File: config.mk
export PLATFORM = sky130hd
export DESIGN_NAME = root_hub_port_status_synth
export DESIGN_NICKNAME = d
export VERILOG_FILES = /design/src/hw/rtl/rhps_pkg.sv /design/src/hw/rtl/rhps_xlate.sv /design/src/hw/rtl/root_hub_port_status_synth.sv
export SDC_FILE = /design/constraint.sdc
export NUM_CORES = 1
export LEC_CHECK = 0
export ABC_AREA = 0
export BUFFER_PORTS_ARGS = -buffer_cell sky130_fd_sc_hd__buf_2
export CORE_ASPECT_RATIO = 0.6
export CORE_MARGIN = 2
export CORE_UTILIZATION = 45
export DETAILED_ROUTE_END_ITERATION = 8
export PLACE_DENSITY = 0.74
export SETUP_SLACK_MARGIN = 0.02
export SLEW_MARGIN = 40
export SYNTH_ARGS = -nofsm -noshare
export SYNTH_HDL_FRONTEND = slang
export SYNTH_SLANG_ARGS = --single-unit
File: constraint.sdc
create_clock -name clk -period 1.9 [get_ports clk]
set_input_delay 0.19 -clock clk [delete_from_list [all_inputs] [get_ports clk]]
set_output_delay 0.19 -clock clk [all_outputs]
set_load 0.02 [all_outputs]
File: src/hw/rtl/rhps_pkg.sv
package rhps_pkg;

  typedef enum logic [1:0] {
    ACT_GET_STATUS   = 2'd0,
    ACT_CLR_RESET    = 2'd1,
    ACT_CLR_SUSPEND  = 2'd2,
    ACT_MARK_RESET   = 2'd3
  } action_t;

  typedef enum logic [1:0] {
    OUT_OK        = 2'd0,
    OUT_SUSPENDED = 2'd1,
    OUT_BAD_PORT  = 2'd2
  } outcome_t;

  // raw portsc bit positions
  localparam int HW_CCS     = 0;
  localparam int HW_CSC     = 1;
  localparam int HW_PED     = 2;
  localparam int HW_PEDC    = 3;
  localparam int HW_LS      = 8;
  localparam int HW_RESET   = 9;
  localparam int HW_SUSPEND = 12;

  // hub status bit positions
  localparam int HS_CONNECT = 0;
  localparam int HS_ENABLE  = 1;
  localparam int HS_SUSPEND = 2;
  localparam int HS_RESET   = 4;
  localparam int HS_POWER   = 8;
  localparam int HS_LOWSPD  = 9;

  localparam int ST_W = 10;

  typedef struct packed {
    logic [ST_W-1:0] last;
    logic            susp_chg;
    logic            was_rst;
  } port_state_t;

  typedef struct packed {
    logic [15:0]  status;
    logic [15:0]  change;
    outcome_t     outcome;
    logic         wr_en;
    port_state_t  state_nxt;
  } xlate_res_t;

endpackage

File: src/hw/rtl/rhps_xlate.sv
module rhps_xlate (
  input  rhps_pkg::action_t     action,
  input  logic                  port_ok,
  input  logic                  suspended,
  input  logic [15:0]           hw,
  input  rhps_pkg::port_state_t state,
  output rhps_pkg::xlate_res_t  res
);
  import rhps_pkg::*;

  logic [15:0] status;
  logic [15:0] last16;
  logic [15:0] change;
  logic        susp_chg;

  always_comb begin
    status = '0;
    status[HS_POWER]   = 1'b1;
    status[HS_SUSPEND] = hw[HW_SUSPEND];
    status[HS_RESET]   = hw[HW_RESET];
    status[HS_LOWSPD]  = hw[HW_LS];
    status[HS_ENABLE]  = hw[HW_PED];
    status[HS_CONNECT] = hw[HW_CCS];

    last16 = {{(16-ST_W){1'b0}}, state.last};
    change = status ^ last16;
    change[HS_ENABLE]  = hw[HW_PEDC];
    change[HS_CONNECT] = hw[HW_CSC];

    // sticky flag sets on a suspend to resume transition
    susp_chg = state.susp_chg | (last16[HS_SUSPEND] & ~status[HS_SUSPEND]);
    change[HS_SUSPEND] = susp_chg;
    if (state.was_rst) begin
      change[HS_RESET] = 1'b1;
    end

    res.status    = '0;
    res.change    = '0;
    res.outcome   = OUT_OK;
    res.wr_en     = 1'b0;
    res.state_nxt = state;

    if (action == ACT_GET_STATUS && suspended) begin
      res.outcome = OUT_SUSPENDED;
    end else if (!port_ok) begin
      res.outcome = OUT_BAD_PORT;
    end else begin
      res.wr_en = 1'b1;
      case (action)
        ACT_GET_STATUS: begin
          res.status             = status;
          res.change             = change;
          res.state_nxt.last     = status[ST_W-1:0];
          res.state_nxt.susp_chg = susp_chg;
        end
        ACT_CLR_RESET:   res.state_nxt.was_rst  = 1'b0;
        ACT_CLR_SUSPEND: res.state_nxt.susp_chg = 1'b0;
        ACT_MARK_RESET:  res.state_nxt.was_rst  = 1'b1;
        default:         res.wr_en              = 1'b0;
      endcase
    end
  end

endmodule

File: src/hw/rtl/root_hub_port_status_synth.sv
// path: input transfer -> input register -> result register, where the result is valid
// throughput: one item per cycle while out_tready does not stall the output; the per-port
// flag read-modify-write sits between the input and result registers
// reset: synchronous active-low rst_n clears valids, per-port state and the
// suspend register; no clearing pass is needed
module root_hub_port_status_synth #(
  parameter int PORT_COUNT = 2
) (
  input  logic        clk,
  input  logic        rst_n,
  input  logic        cfg_wr_en,
  input  logic        cfg_wr_data,   // power_suspended
  input  logic        in_tvalid,
  output logic        in_tready,
  input  logic [23:0] in_tdata,      // [2:0] port, [18:3] port_control, rest zero
  input  logic [1:0]  in_tuser,      // [1:0] action
  output logic        out_tvalid,
  input  logic        out_tready,
  output logic [39:0] out_tdata      // [15:0] port_status, [31:16] port_change, [33:32] outcome
);
  import rhps_pkg::*;

  localparam int IDX_W = (PORT_COUNT > 1) ? $clog2(PORT_COUNT) : 1;

  logic        susp_r;
  logic        in_valid_r;
  action_t     action_r;
  logic [2:0]  port_r;
  logic [15:0] hw_r;
  logic        out_valid_r;
  logic [39:0] out_data_r;

  port_state_t state_r [PORT_COUNT];

  logic        advance;
  logic        port_ok;
  logic [2:0]  port_m1;
  logic [IDX_W-1:0] idx;
  port_state_t cur_state;
  xlate_res_t  res;

  assign advance   = !out_valid_r || out_tready;
  assign in_tready = !in_valid_r || advance;

  assign port_ok = (port_r != 3'd0) && (port_r <= 3'(PORT_COUNT));
  assign port_m1 = port_r - 3'd1;
  assign idx     = port_m1[IDX_W-1:0];

  always_comb begin
    cur_state = '0;
    for (int i = 0; i < PORT_COUNT; i++) begin
      if (idx == IDX_W'(i)) begin
        cur_state = state_r[i];
      end
    end
  end

  rhps_xlate u_xlate (
    .action    (action_r),
    .port_ok   (port_ok),
    .suspended (susp_r),
    .hw        (hw_r),
    .state     (cur_state),
    .res       (res)
  );

  always_ff @(posedge clk) begin
    if (!rst_n) begin
      susp_r      <= 1'b0;
      in_valid_r  <= 1'b0;
      out_valid_r <= 1'b0;
      for (int i = 0; i < PORT_COUNT; i++) begin
        state_r[i] <= '0;
      end
    end else begin
      if (cfg_wr_en) begin
        susp_r <= cfg_wr_data;
      end
      if (in_tready) begin
        in_valid_r <= in_tvalid;
      end
      if (advance) begin
        out_valid_r <= in_valid_r;
        if (in_valid_r && res.wr_en && port_ok) begin
          for (int i = 0; i < PORT_COUNT; i++) begin
            if (idx == IDX_W'(i)) begin
              state_r[i] <= res.state_nxt;
            end
          end
        end
      end
    end
  end

  // payload registers
  always_ff @(posedge clk) begin
    if (in_tready && in_tvalid) begin
      action_r <= action_t'(in_tuser);
      port_r   <= in_tdata[2:0];
      hw_r     <= in_tdata[18:3];
    end
    if (advance && in_valid_r) begin
      out_data_r <= {6'd0, res.outcome, res.change, res.status};
    end
  end

  assign out_tvalid = out_valid_r;
  assign out_tdata  = out_data_r;

endmodule
**Word-level counts from Yosys, hierarchy flattened**

Memories as Yosys holds them, arrays and structs flattened.
Cells that the tools add are included.

- Register bits after elaboration: 49
- Memory bits (read-only): 0
- Input port bits: 32
- Output and inout bits: 42
- Memories kept: 1
- Latch bits: 0
- Logic and storage cells: 59
- Memory bits (writable): 24

Memory list:

| name | words | width | rd ports | clocked after memory_dff | wr ports | line | text |
|---|---|---|---|---|---|---|---|
| state_r | 2 | 12 | 2 | 0 | 2 | root_hub_port_status_synth.sv:33 | `port_state_t state_r [PORT_COUNT];` |

- Bitwise operators: 8
- Reductions and logical operators: 14
- Equality and inequality tests: 3
- Div/mod/pow operators: 0
- Order comparisons: 1
- Shift-type cells: 0
- Muxes and demuxes: 22
- Multipliers: 0
- Add/sub/neg operators: 1

Operator list:

| operator | count |
|---|---|
| 2-to-1 mux 12 bit | 3 |
| 2-to-1 mux 13 bit | 2 |
| 2-to-1 mux 25 bit | 1 |
| 2-to-1 mux 1 bit | 12 |
| 2-to-1 mux 10 bit | 1 |
| bitwise XOR 10 bit | 1 |
| logical AND 1 bit | 6 |
| == test 2 bit, second input constant | 2 |
| one-hot mux 1 bit (2 select lines) | 2 |
| less-or-equal comparator 3 x 2 -> 1 bit, second input constant | 1 |
| NOT 1 bit | 3 |
| bitwise OR 1 bit | 3 |
| nonzero test 3 bit | 1 |
| OR reduction 3 bit | 1 |
| == test 2 x 1 -> 1 bit, second input constant | 1 |
| logical NOT 1 bit | 2 |
| logical NOT 2 bit | 1 |
| logical OR 1 bit | 2 |
| 2-to-1 mux 2 bit | 1 |
| OR reduction 2 bit | 1 |
| bitwise AND 1 bit | 1 |
| subtractor 1 bit, second input constant | 1 |

**Longest topological paths before layout**

Gate-level depths: netlist (run 1).

- Depth after elaboration: 14
- Depth in mapped cells: 5
- Depth with buffers taken out: 4

**Cells and area by module**

From an unflattened synthesis (run 1), not the netlist that was laid out.

- Cell total of the unflattened synthesis: 193
- Area total of the unflattened synthesis: 3383.2 um2

Modules (own cells, without submodules):

| module | sequential area each (um2) | area each (um2) | cells an instance | instances |
|---|---|---|---|---|
| root_hub_port_status_synth | 2432.3 | 2949.1 | 135 | 1 |
| rhps_xlate | 0.0 | 434.2 | 58 | 1 |

**Worst setup path after synthesis (run 1)**

OpenSTA, ideal clock, no wires.

- Path kind: reg-to-reg
- Start: register port_r[0]
- End: memory state_r[0][12] (netlist bit), enable pin
- Buffers on the path: 1
- Required time: 1522 ps
- Stages on the path, launching flop included: 6
- Arrival time: 1629 ps
- Setup time: 378 ps
- Setup slack: -107 ps
- Clock period less this slack: 2007 ps
- Cells stage by stage: edfxtp_1 buf_4 xnor2_1 nor4b_4 nand2_1 o21ai_1

RTL lines:

| item | line | text |
|---|---|---|
| from (decl) | root_hub_port_status_synth.sv:28 | `logic [2:0] port_r;` |
| from (signal assigned) | root_hub_port_status_synth.sv:99 | `port_r <= in_tdata[2:0];` |
| to (decl) | root_hub_port_status_synth.sv:33 |  |

==> impl_metrics.toml, run 1 <==
[placement]
dp_cells = 255
placed_cell_area_um2 = 2480
portBuffers = 37
pre_cts_slack_ns = 0.0649
dp_hpwl_mm = 2.45
gp_congestion = 0.780

[pwr]
power_leakage_nw = 1.06
power_density_nw_per_um2 = 846
irDropWorstVdd_mv = 0.508

[route]
viasPerCell = 4.62
wl_per_cell_um = 12.8
firstDrtPassIters = 4
vias = 1219
drc = 0
drtAntennaViolNets = 0
drt_wl_total_mm = 3.38
initialDrtViolationCount = 69

[finish]
mostFrequentLayoutCell = "edfxtp_1"
final_cell_mix = "50 x edfxtp_1, 37 x buf_2, 22 x conb_1, 19 x nor2_1, 11 x mux2i_1"
final_util = 0.552
final_cells = 264
diodes = 0
finish.net_count = 232
syn_to_final_growth_pct = 15.1
drive_above_1_share = 0.299
final_area_um2 = 2580

[worst_setup_path]
critPathLaunchType = "flop"
path_cells = "xnor2_2 > nor4b_4 > nand3_2 > a211oi_1"
crit_family = "simple AND/OR/NAND/NOR gates"
max_stage_delay_ns = 0.48
worstSetupPathType = "flop to flop"
cp.required_ns = 2.00
ff2ff_path_depth = 4
cpMaxStageDelayCell = "edfxtp_1"
path_buf_inv = 0
crit_arrival_ns = 1.90
path_depth = 4
end_kind = "flop"
cp_max_fo = 5

[synthesis]
ys_seq_area_frac = 0.696
synth_edf_count = 50
ys_warn_count = 0
synth_cells = 153
synth_cell_type_count = 28
synth_top_area_frac = 0.669
syn_avg_cell_area_um2 = 14.7
synth_top_area_cell = "edfxtp_1"
synth_area_leaders = "edfxtp_1 67%, buf_4 7.7%, mux2i_1 4.9%, nor2_1 3.2%, dfxtp_1 2.7%"
synth.cell_area_um2 = 2240
synth_flop_cell = "edfxtp_1"
ys_async_sr_fraction = 0
synth_seq_cells = 53

[sta]
slew_headroom = 0.637
finalHoldViolCount = 0
maxClockFrequency_ghz = 0.554
fin_skew_ns = 0.0109
timing.final.ws_setup_ns = 0.0944
min_period_ns = 1.81
whs_ns = 0.0553
setup-violations-final = 0
maxSlewViolCount = 0
worst_pin_slew_ns = 0.544
fin_crit_sh = 0.950
rsz0062_at_grt = "yes"

[global_route]
grt_max_degree = 19
grtUsageMet1 = 0.168
grt_use_met2 = 0.213
grt_pass1_vias = 1171
antenna_found_initial = 0
top_usage_layer = "met2"
grt_pass1_wl_mm = 5.29
grt_usage = 0.134
met3_usage = 0.0397
grt.overflow.total = 0

[cts]
numCtsBuffers = 5
clock_path_buffers = 2
cts_tree = "built"
clk_pin_slew_ns = 0.09
htree_levels = 2
clk_latency_ns = 0.30
cts_sinks = 53
root_buffer = "clkbuf_8"

[floorplan]
die_h_um = 58.7
io_pins = 74
start_util = 0.479
rows = 19
die_width_um = 95.2
core_area_um2 = 4680
die_area_um2 = 5590

[worst_hold_path]
holdPathStages = 1
hold_class = "primary input to flop"

[flow_run]
max_cap_viol_count = 0

[outcome]
status = "completed"
-- what timing repair did --
item	in CTS	in global routing
hold buffers	0	0
setup buffers	0	1
hold endpoints to repair	0	0
gates resized for setup	0	2
setup endpoints to repair	0	16
-- through the flow --
stage	TNS (ns)	total power, mW
finish	0	2.19
floorplan	0	1.56
CTS	0	2.21
global route	-0.0465	2.28
global placement	0	1.60
detailed placement	0	1.60
-- sequential cells by signal, indices dropped and copies added, names as in the netlist --
signal and count:
in_valid_r 1, action_r 2, susp_r 1, out_tvalid 1, out_tdata 18, hw_r 7
port_r 3, state_r 20
-- layer usage --
metal,vias up,wire length [µm],share of wire
met5,-,0,0
met4,0,23,0.0068
met3,2,344,0.10
met2,56,1620,0.48
met1,566,1390,0.41
li1,595,-,-
-- kinds of logic after synthesis --
family / synth area share
compound gates: 0.0412
xor+xnor: 0.0190
buf+inv: 0.0881
flops: 0.696
mux: 0.0491
other cells: 0.00167
simple gates: 0.105
-- synth_stat cells, types with 2 or more instances --
master and count:
dfxtp_1 3, nor2b_1 4, edfxtp_1 50, and3_1 7
nand2_1 6, buf_2 2, a21oi_1 5, inv_1 3
a211oi_1 3, mux2i_1 11, buf_4 23, nor2_1 19
xor2_1 2
-- final cells by class --
class / instances / area (µm²)
fill: 392 / 2100
inverter: 4 / 15.0
clock inverter: 2 / 15.0
multi-input combinational: 92 / 578
tap: 63 / 78.8
sequential: 53 / 1560
timing repair buffer: 44 / 263
clock buffer: 6 / 72.6
-- worst register-to-register path: cells and delay by family (launching register included) --
kind,cells,cell delay [ns]
compound gates,1,0.31
flops,1,0.48
xor+xnor,1,0.21
simple gates,2,0.60
-- path summary, 6_finish.rpt --
path               start        endpoint  slack, ns
max reg2reg    port_r[0]  state_r[0][18]       0.09
min          in_tdata[0]       port_r[0]       0.06
min reg2reg      hw_r[2]    out_tdata[1]       0.54
max            port_r[0]  state_r[0][18]       0.09
-- power by group --
group	total [mW]	internal, mW	switching (mW)
Sequential	1.36	1.33	0.0259
Clock	0.607	0.260	0.347
Combinational	0.218	0.0728	0.146
Note: power is estimated with default switching activity, not from simulation.
==> run 2: changes to the inputs <==
BUFFER_PORTS_ARGS = unset   (was -buffer_cell sky130_fd_sc_hd__buf_2)
DONT_BUFFER_PORTS = 1   (was unset)
PLACE_DENSITY = 0.61   (was 0.74)
==> run 2 against run 1 <==
Cell area decreased by 0.48%. Die area is the same. Sequential power about the same. Total power up 1.2%. Critical path depth up 1. Clock power up 4.8%. Combinational power shrank 13%. Largest power group unchanged. Highest routed layer unchanged. Global-route usage up 1.4 points.
==> impl_metrics.toml, run 2 (synthesis results as in run 1) <==
[sta]
setup-violations-final = 0
fin_crit_sh = 0.935
fin_skew_ns = 0.00712
rsz0062_at_grt = "no"
finalHoldViolCount = 0
maxClockFrequency_ghz = 0.563
timing.final.ws_setup_ns = 0.124
maxSlewViolCount = 0
min_period_ns = 1.78
setup_tns_ns = 0

[finish]
largest_reg_flops = 20
syn_to_final_growth_pct = 14.5
diodes = 0
fill_cells = 366
mostFrequentLayoutCell = "edfxtp_1"
final_util = 0.549
drive_above_1_share = 0.165
final_cell_mix = "50 x edfxtp_1, 22 x conb_1, 17 x nor2_1, 13 x dlygate4sd3_1, 11 x mux2i_1"
finish.net_count = 213
largest_register = "state_r"

[global_route]
grt.overflow.total = 0
grt_pass1_wl_mm = 5.79
grt_usage = 0.148
grt_pass1_vias = 1109
antenna_found_initial = 0
grt_max_degree = 19

[route]
initialDrtViolationCount = 42
drtAntennaViolNets = 0
viasPerCell = 4.80
drc = 0
firstDrtPassIters = 4
drt_wl_total_mm = 3.71
vias = 1177
wl_per_cell_um = 15.1

[worst_setup_path]
end_kind = "flop"
worstSetupPathType = "flop to flop"
cp_max_fo = 4
crit_arrival_ns = 1.93
critPathLaunchType = "flop"
cp.required_ns = 2.06

[worst_hold_path]
hold_class = "primary input to flop"

[pwr]
power_density_nw_per_um2 = 860
power_mw = 2.21
irDropWorstVdd_mv = 0.328
power_leakage_nw = 1.01

[cts]
clock_path_buffers = 2
numCtsBuffers = 5
root_buffer = "clkbuf_8"
cts_sinks = 53
clk_latency_ns = 0.31
cts_tree = "built"
clk_pin_slew_ns = 0.10
htree_levels = 2

[outcome]
status = "completed"

[floorplan]
rows = 19
die_width_um = 95.2
die_h_um = 58.7
die_area_um2 = 5590
io_pins = 74
start_util = 0.479
core_area_um2 = 4680

[placement]
portBuffers = 0
gp_congestion = 0.788
pre_cts_slack_ns = 0.156
dp_hpwl_mm = 2.42

[flow_run]
max_cap_viol_count = 0
==> run 2: worst paths after layout <==
| kind | cells after the start | from | to | slack, ns |
|---|---|---|---|---|
| hold / removal | 1 | rst_n | susp_r | 0.01 |
| setup reg to reg | 5 | port_r[1] | state_r[0][9] | 0.12 |
| hold reg to reg | 1 | hw_r[1] | out_tdata[16] | 0.55 |
| setup / recovery | 5 | port_r[1] | state_r[0][9] | 0.12 |
==> run 2: power breakdown <==
part           internal, mW  total (mW)  switching, mW
clock network         0.262       0.636          0.374
logic                0.0710       0.189          0.118
registers              1.34        1.39         0.0514
==> run 2: area by class of cell <==
type                    count  area, µm²  area share
multi-input cells          92        581       0.226
clock inverters             3       21.3     0.00827
inverters                   4       15.0     0.00584
well taps                  63       78.8      0.0307
repair buffers             25        245      0.0954
flip-flops and latches     53       1560       0.607
clock buffers               5       68.8      0.0268
==> run 2: repair_timing <==
item                                    CTS  global route
hold buffers                             13             0
resized for setup                         0             3
endpoints found under the hold margin    13             0
endpoints found under the setup margin    0            11
setup buffers                             0             1
==> run 2: layer usage <==
metal,track usage,up-vias,share of wire
met5,0,-,0
met4,0.0683,0,0.014
met3,0.0512,6,0.048
met2,0.236,39,0.49
met1,0.186,570,0.45
li1,-,562,-
==> run 2: critical path: stages (launching register included) <==
cell      delay [ns]
edfxtp_1        0.44
xnor2_2         0.20
nor4b_4         0.39
buf_4           0.18
nand3b_1        0.21
nor2_1          0.19
==> run 2: through the flow <==
stage / hold WS (ns) / std cells / instance area [µm²]
2_1_floorplan: 0.289 / 174 / 2330
3_3_place_gp: 0.289 / 223 / 2330
3_5_place_dp: 0.289 / 223 / 2330
4_1_cts: 0.00551 / 244 / 2550
5_1_grt: 0.00881 / 245 / 2570
6_report: 0.00985 / 245 / 2570
==> run 3: changes to the inputs <==
CELL_PAD_IN_SITES_DETAIL_PLACEMENT = 0   (was unset)
CELL_PAD_IN_SITES_GLOBAL_PLACEMENT = 1   (was unset)
CORE_ASPECT_RATIO = 2   (was 0.6)
CORE_UTILIZATION = 44   (was 45)
PLACE_DENSITY = 0.72   (was 0.61)
==> run 3 against run 2 <==
Clock-buffer cell count stayed put. Via count down 0.68%. Clock skew grew 0.0031 ns. Flip-flop and latch count did not move. Final cell count decreased by 2.4%. Critical path type unchanged. Highest routed layer unchanged.
==> impl_metrics.toml, run 3 (synthesis results as in run 1) <==
[outcome]
status = "completed"

[route]
firstDrtPassIters = 4
initialDrtViolationCount = 18
drc = 0
wl_per_cell_um = 14.8
drtAntennaViolNets = 0
vias = 1169
drt_wl_total_mm = 3.54
viasPerCell = 4.89

[sta]
setup_tns_ns = 0
setup-violations-final = 0
rsz0062_at_grt = "no"
fin_crit_sh = 0.964
fin_skew_ns = 0.0102
finalHoldViolCount = 0
min_period_ns = 1.83
timing.final.ws_setup_ns = 0.0685
maxClockFrequency_ghz = 0.546
maxSlewViolCount = 0

[cts]
clk_pin_slew_ns = 0.09
cts_sinks = 53
numCtsBuffers = 5
root_buffer = "clkbuf_8"
clk_latency_ns = 0.31
clock_path_buffers = 2
cts_setup_buffers = 0
cts_tree = "built"
htree_levels = 2

[placement]
dp_hpwl_mm = 2.63
gp_congestion = 0.753
pre_cts_slack_ns = 0.0469
portBuffers = 0

[pwr]
sequentialPowerShare = 0.639
power_mw = 2.17
power_switching_uw = 516
p_clk_frac = 0.280
irDropWorstVdd_mv = 0.662
power_density_nw_per_um2 = 860
combPwrFrac = 0.082
p_sw_frac = 0.238
p_int_mw = 1.65
power_leakage_nw = 0.991

[worst_hold_path]
hold_class = "primary input to flop"
min_from = "rst_n"

[finish]
drive_above_1_share = 0.148
syn_to_final_growth_pct = 12.5
mostFrequentLayoutCell = "edfxtp_1"
finish.net_count = 213
final_cell_mix = "50 x edfxtp_1, 22 x conb_1, 19 x nor2_1, 13 x dlygate4sd3_1, 12 x buf_4"
largest_reg_flops = 20
diodes = 0
largest_register = "state_r"

[global_route]
grt_max_degree = 19
grt.overflow.total = 0
antenna_found_initial = 0
grt_usage = 0.139
grt_pass1_vias = 1204
grt_pass1_wl_mm = 5.48

[worst_setup_path]
critPathLaunch = "port_r[1]"
r2r_start = "port_r[1]"
critPathLaunchType = "flop"
cp.required_ns = 1.99
end_kind = "flop"
worstSetupPathType = "flop to flop"
crit_arrival_ns = 1.92
cp_max_fo = 5

[flow_run]
max_cap_viol_count = 0

[floorplan]
die_h_um = 105
core_area_um2 = 4910
die_width_um = 54.5
io_pins = 74
start_util = 0.457
die_area_um2 = 5720
rows = 36
run 3: cell count changes in the layout (fill, tap and decap cells not counted), sizes merged:
cell,delta
clkinv,+2
clkinvlp,-1
inv,-1
run 3: power by group through the flow:
stage	Combinational (mW)	Sequential [mW]	Clock, mW
6_report	0.177	1.39	0.608
4_1_cts	0.177	1.39	0.641
5_1_grt	0.193	1.39	0.675
2_1_floorplan	0.155	1.41	0
3_3_place_gp	0.152	1.41	0
3_5_place_dp	0.156	1.42	0
run 3: area by class of cell:
| cell class | count | area [µm²] |
|---|---|---|
| fill | 430 | 2380 |
| clock inverter | 3 | 17.5 |
| timing repair buffer | 25 | 220 |
| clock buffer | 5 | 68.8 |
| multi-input combinational | 92 | 571 |
| sequential | 53 | 1560 |
| tap | 57 | 71.3 |
| inverter | 4 | 15.0 |
run 3: layer usage:
layer	routed length, µm	GRT usage	vias to the layer above
li1	-	-	559
met1	1140	0.122	565
met2	2200	0.252	37
met3	103	0.0343	8
met4	97	0.0875	0
met5	0	0	-
run 3: final timing paths:
kind / endpoint / cells after the start / slack (ns)
setup / recovery: state_r[0][18] / 5 / 0.07
hold / removal: in_valid_r / 1 / 0.02
setup reg to reg: state_r[0][18] / 5 / 0.07
hold reg to reg: out_tdata[17] / 1 / 0.56
run 3: what timing repair did:
action / CTS / global route
hold buffers: 13 / 0
hold endpoints to repair: 13 / 0
setup endpoints to repair: 0 / 10
resized for setup: 0 / 1
run 3: per-stage QoR:
step,util,instances,hold slack [ns],cell area (µm²)
after floorplan,-,174,0.289,2330
after global routing,0.514,239,0.0153,2520
after detailed placement,0.470,218,0.289,2310
after global placement,0.470,218,0.289,2310
after CTS,0.514,239,0.00522,2520
final,0.514,239,0.0184,2520
run 3: critical path, stage by stage (launching register included):
cell	delay, ns
edfxtp_1	0.45
xnor2_1	0.21
nor4b_4	0.33
buf_4	0.18
nand3_2	0.13
a211oi_1	0.31
